`src/sv/mstsq_pkg.sv`:
```
// Package for the music string tone sequencer: codes, note table, widths.
// No dependencies.
package mstsq_pkg;

    localparam int CharW = 8;
    localparam int FreqW = 15;
    localparam int ToneW = 19;
    localparam int GapW  = 17;
    localparam int DivW  = 24;
    localparam int DenW  = 16;

    localparam int DefMaxDigits = 20;
    localparam int DefTopOctave = 6;

    localparam logic [ToneW-1:0] ToneSat = 19'd396000;
    localparam logic [GapW-1:0]  GapSat  = 17'd90000;

    // configuration register indexes
    localparam logic [1:0] CfgLength = 2'd0;
    localparam logic [1:0] CfgTempo  = 2'd1;
    localparam logic [1:0] CfgOctave = 2'd2;
    localparam logic [1:0] CfgMode   = 2'd3;

    // event codes
    localparam logic [1:0] EvTone  = 2'd0;
    localparam logic [1:0] EvPause = 2'd1;
    localparam logic [1:0] EvEnd   = 2'd2;

    // stop causes
    localparam logic [1:0] CauseEnd     = 2'd0;
    localparam logic [1:0] CauseInvalid = 2'd1;
    localparam logic [1:0] CauseAbort   = 2'd2;

    // articulation
    localparam logic [1:0] ModeNormal   = 2'd0;
    localparam logic [1:0] ModeStaccato = 2'd1;
    localparam logic [1:0] ModeLegato   = 2'd2;

    // pending token kinds
    localparam logic [2:0] KNone  = 3'd0;
    localparam logic [2:0] KNote  = 3'd1;
    localparam logic [2:0] KPause = 3'd2;
    localparam logic [2:0] KTempo = 3'd3;
    localparam logic [2:0] KLen   = 3'd4;
    localparam logic [2:0] KOct   = 3'd5;

    // parse phases
    localparam logic [2:0] PhStart  = 3'd0;
    localparam logic [2:0] PhIdle   = 3'd1;
    localparam logic [2:0] PhLetter = 3'd2;
    localparam logic [2:0] PhValue  = 3'd3;
    localparam logic [2:0] PhDigits = 3'd4;
    localparam logic [2:0] PhMode   = 3'd5;

    typedef struct packed {
        logic [1:0]       ev;
        logic [FreqW-1:0] freq;
        logic [ToneW-1:0] tone;
        logic [GapW-1:0]  gap;
        logic [1:0]       cause;
        logic             last;
    } t_result;

    // division request to the serial divider
    typedef struct packed {
        logic            start;
        logic [DivW-1:0] num;
        logic [DenW-1:0] den;
    } t_div_req;

    function automatic logic [FreqW-1:0] note_word(input logic [3:0] idx);
        logic [FreqW-1:0] w;
        begin
            unique case (idx)
                4'd0:    w = 15'd7920;
                4'd1:    w = 15'd8448;
                4'd2:    w = 15'd8800;
                4'd3:    w = 15'd9504;
                4'd4:    w = 15'd10144;
                4'd5:    w = 15'd10560;
                4'd6:    w = 15'd11264;
                4'd7:    w = 15'd11744;
                4'd8:    w = 15'd12672;
                4'd9:    w = 15'd13504;
                4'd10:   w = 15'd14080;
                4'd11:   w = 15'd15200;
                4'd12:   w = 15'd15840;
                4'd13:   w = 15'd16896;
                default: w = '0;
            endcase
            return w;
        end
    endfunction

    function automatic logic [3:0] letter_index(input logic [2:0] l);
        logic [3:0] r;
        begin
            unique case (l)
                3'd0:    r = 4'd10;
                3'd1:    r = 4'd12;
                3'd2:    r = 4'd1;
                3'd3:    r = 4'd3;
                3'd4:    r = 4'd5;
                3'd5:    r = 4'd6;
                3'd6:    r = 4'd8;
                default: r = 4'd0;
            endcase
            return r;
        end
    endfunction

endpackage

```
`src/sv/mstsq_div.sv`:
```
// Restoring bit-serial divider: one quotient bit per cycle.
// Depends on mstsq_pkg.
module mstsq_div (
    input  logic                         i_clk,
    input  logic                         i_rst_n,
    input  mstsq_pkg::t_div_req          i_req,
    output logic                         o_busy,
    output logic [mstsq_pkg::DivW-1:0]   o_quot
);
    localparam int CntW = $clog2(mstsq_pkg::DivW + 1);

    logic [mstsq_pkg::DivW-1:0] r_q;
    logic [mstsq_pkg::DenW:0]   r_rem;
    logic [mstsq_pkg::DenW-1:0] r_den;
    logic [CntW-1:0]            r_cnt;
    logic [mstsq_pkg::DenW:0]   n_trial;
    logic [mstsq_pkg::DenW:0]   n_shift;

    // shift in next numerator bit and try the subtract
    always_comb begin
        n_shift = {r_rem[mstsq_pkg::DenW-1:0], r_q[mstsq_pkg::DivW-1]};
        n_trial = n_shift - {1'b0, r_den};
    end

    always_ff @(posedge i_clk) begin
        if (!i_rst_n) begin
            r_cnt <= '0;
        end else if (i_req.start) begin
            r_q   <= i_req.num;
            r_den <= i_req.den;
            r_rem <= '0;
            r_cnt <= CntW'(mstsq_pkg::DivW);
        end else if (r_cnt != '0) begin
            if (!n_trial[mstsq_pkg::DenW]) begin
                r_rem <= n_trial;
                r_q   <= {r_q[mstsq_pkg::DivW-2:0], 1'b1};
            end else begin
                r_rem <= n_shift;
                r_q   <= {r_q[mstsq_pkg::DivW-2:0], 1'b0};
            end
            r_cnt <= r_cnt - 1'b1;
        end
    end

    assign o_busy = (r_cnt != '0);
    assign o_quot = r_q;
endmodule

```
`config.mk`:
```
export PLATFORM = sky130hd
export DESIGN_NAME = mstsq_div
export DESIGN_NICKNAME = d
export VERILOG_FILES = /design/src/sv/mstsq_pkg.sv /design/src/sv/mstsq_div.sv
export SDC_FILE = /design/constraint.sdc
export NUM_CORES = 1
export LEC_CHECK = 0
export BUFFER_PORTS_ARGS = -buffer_cell sky130_fd_sc_hd__buf_2
export CAP_MARGIN = 20
export CORE_ASPECT_RATIO = 1.25
export CORE_UTILIZATION = 50
export CTS_BUF_LIST = sky130_fd_sc_hd__clkbuf_16
export DETAILED_ROUTE_END_ITERATION = 6
export PLACE_DENSITY = 0.73
export RECOVER_POWER = 25
export SYNTH_ARGS = -nofsm -noshare
export SYNTH_HDL_FRONTEND = slang
export SYNTH_SLANG_ARGS = --single-unit
export TNS_END_PERCENT = 1
```
`constraint.sdc`:
```
create_clock -name i_clk -period 3.44 [get_ports i_clk]
set_input_delay 0.344 -clock i_clk [delete_from_list [all_inputs] [get_ports i_clk]]
set_output_delay 0.344 -clock i_clk [all_outputs]
set_load 0.01 [all_outputs]
```
==> impl_metrics.tcl <==
set metrics [dict create \
    status "finished, final reports clean" \
    crit_start "r_rem[10]" \
    r2r_cells 8 \
    drc 0 \
    skew_ns 0.00821 \
    tightest_slew_ns 0.759 \
    ys_types 45 \
    postSynthAreaPerCell_um2 11.6 \
    cts_sinks 61 \
    num_rows 33 \
    max_freq_ghz 0.348 \
    startpoint_type "flop" \
    seq_area_frac_synth 0.520 \
    grt_pass1_vias 2510 \
    rr_startpoint "r_rem[10]" \
    tritoncts "built" \
    end_kind "flop" \
    cts_buffers 9 \
    cp_max_fo 11 \
    hpwl_mm 5.11 \
    synth_area_um2 3430 \
    crit_end "o_quot[0]" \
    cts.htree.levels 3 \
    drtAntennaViolNets 0 \
    synth_nets 356 \
    grt_max_degree 39 \
    die_y_um 94.6 \
    rrSetupSlack_ns 0.57 \
    layoutNonFillerInstCount 462 \
    post_cts_buffers 0 \
    clockBufferDepth 2 \
    cts.clk_slew.worst_paths_ns 0.06 \
    via_per_inst 5.56 \
    dp_cells 446 \
    pre_cts_ws_ns 0.658 \
    start_util 0.519 \
    slew-limit-headroom 0.494 \
    synth_ff_type "edfxtp_1" \
    timing.hold.ws_ns 0.194 \
    finalMaxSlewViolations 0 \
    syn_inst 295 \
    fin_crit_ns 2.87 \
    rsz0062_at_grt "no" \
    fin_nets 431 \
    fin_crit_sh 0.834 \
    ys_ff_latch 61 \
    post_cts_resized 0 \
    criticalPathCategory "reg2reg" \
    hold_path_class "in2reg" \
    power_density_nw_per_um2 653 \
    placed_area_um2 3900 \
    first_pass_iters 6 \
    synth_edf_count 56 \
    async_flop_share 0 \
    routedWlPerCell_um 15.5 \
    stdcell_area_um2 4160 \
    wirelength_mm 7.17 \
    setup_violations 0 \
    grt_pass1_wl_mm 11.5 \
    n_antenna_cell 0 \
    ir_worst_vdd_mv 0.344 \
    die-area_um2 7190 \
    clockRootBuffer "clkbuf_16" \
    timing.final.hold_violations 0 \
    area_growth_pct 21.4 \
    gp_congestion 0.985 \
    clk_latency_ns 0.32 \
    required_ns 3.47 \
    coreArea_um2 6610 \
    max-cap-violations 0 \
    drive_gt1_frac 0.272 \
    setup_ws_ns 0.569 \
    port_buffers 67 \
    r2r_end "o_quot[0]" \
    die_w_um 76.1 \
    p_leak_nw 1.72 \
    track_usage 0.208 \
    vias 2569 \
    drt_iter0_markers 143 \
    grt-ovfl-total 0 \
    ios 68 \
    yosysWarnings 0 \
    antenna_found_initial 0 \
    worstPathArrival_ns 2.90 \
    fillCellCount 547 \
    timing.setup.tns_ns 0 \
    ctsHoldBuffers 0 \
]
==> per-layer routing <==
layer / wire length (um) / vias up / track usage
met3: 417 / 8 / 0.0512
li1: - / 1241 / -
met4: 99 / 0 / 0.0994
met1: 3040 / 1232 / 0.239
met2: 3620 / 88 / 0.367
met5: 0 / - / 0
==> flip-flops by register name (all words and copies together), names as in the netlist <==
name / flops
r_rem: 16
r_cnt: 5
r_den: 16
o_quot: 24
==> worst max-delay path: stages (launching register included) <==
cell,delay (ns)
edfxtp_1,0.41
ha_1,0.46
a21oi_1,0.29
o211ai_1,0.15
a221o_1,0.37
a21o_4,0.23
xnor2_4,0.29
buf_4,0.27
o21ai_0,0.11
==> power by group <==
group          internal (mW)  total, mW  leakage (nW)  switching (mW)
sequential             0.948       1.01         0.584          0.0590
combinational          0.383      0.857         0.994           0.474
clock                  0.527      0.854         0.142           0.327
total                   1.86       2.72          1.72           0.860
==> synth_stat cells, drive strengths merged, types with 2 or more instances <==
master,instances,share of area
a211oi,4,0.0088
nand2,28,0.031
nand2b,5,0.0091
or3,3,0.0055
a211o,4,0.010
ha,17,0.062
clkbuf,3,0.0033
o311ai,2,0.0051
o21ai,11,0.016
edfxtp,56,0.49
nor2,12,0.013
mux2i,12,0.035
dfxtp,5,0.029
inv,24,0.026
nor3,5,0.0073
xnor2,7,0.023
nor2b,5,0.0091
xor2,2,0.0051
mux2,26,0.085
o211ai,6,0.013
a21o,5,0.013
nand3,11,0.016
a31oi,2,0.0037
o21a,3,0.0066
buf,6,0.0095
and3,3,0.0055
a21oi,18,0.030
==> how the worst min path moves through the flow <==
stage,slack [ns],end,depth (start not counted),startpoint
floorplan,0.44,r_den[0],0,i_req[0]
global placement,0.47,r_cnt[4],2,r_cnt[4]
detailed placement,0.49,r_cnt[4],2,r_cnt[4]
CTS,0.19,r_den[5],1,i_req[5]
global route,0.18,r_den[5],1,i_req[5]
finish,0.19,r_den[6],1,i_req[6]
==> cell type report <==
cell class / count / area, um2 / share of cell area
sequential: 61 / 1780 / 0.428
multi-input combinational: 201 / 1520 / 0.366
timing repair buffer: 73 / 370 / 0.0890
clock buffer: 10 / 250 / 0.0601
tap: 87 / 109 / 0.0262
inverter: 24 / 90.1 / 0.0216
clock inverter: 6 / 37.5 / 0.00902
==> cell families (layout without fill, tap and decap cells) <==
family | count (synthesis) | count (layout) | synth area share
mux | 38 | 38 | 0.120
fa+ha+maj | 18 | 18 | 0.0679
simple gates | 76 | 76 | 0.105
xor+xnor | 9 | 9 | 0.0285
compound gates | 60 | 60 | 0.119
buf+inv | 33 | 113 | 0.0391
flops | 61 | 61 | 0.520
==> stage by stage <==
step                total power, mW  utilization
global route                   2.85        0.630
CTS                            2.73        0.633
finish                         2.72        0.630
global placement               1.85        0.590
detailed placement             1.87        0.590
floorplan                      1.66            -
==> cells in the final DEF, fill, tap and decap left out, types with 3 or more instances in the layout <==
| cell type | synthesis | routed |
|---|---|---|
| buf_2 | 2 | 49 |
| dfxtp_1 | 5 | 5 |
| a21oi_2 | 3 | 3 |
| a21o_1 | 4 | 4 |
| a211oi_1 | 4 | 4 |
| mux2i_1 | 12 | 12 |
| clkbuf_1 | 3 | 18 |
| nand2_1 | 27 | 27 |
| nand2b_1 | 5 | 5 |
| o211ai_1 | 6 | 6 |
| buf_4 | 0 | 5 |
| ha_1 | 17 | 17 |
| a211o_1 | 4 | 4 |
| a21oi_1 | 15 | 14 |
| nor2b_1 | 5 | 5 |
| edfxtp_1 | 56 | 56 |
| nor3_1 | 5 | 5 |
| or3_1 | 3 | 3 |
| nand3_1 | 11 | 11 |
| mux2_2 | 25 | 25 |
| xnor2_1 | 6 | 6 |
| o21ai_0 | 11 | 11 |
| o21a_1 | 3 | 3 |
| inv_1 | 24 | 25 |
| clkbuf_16 | 0 | 10 |
| nor2_1 | 12 | 12 |
| and3_1 | 3 | 3 |
(Power assumes the default switching activity.)
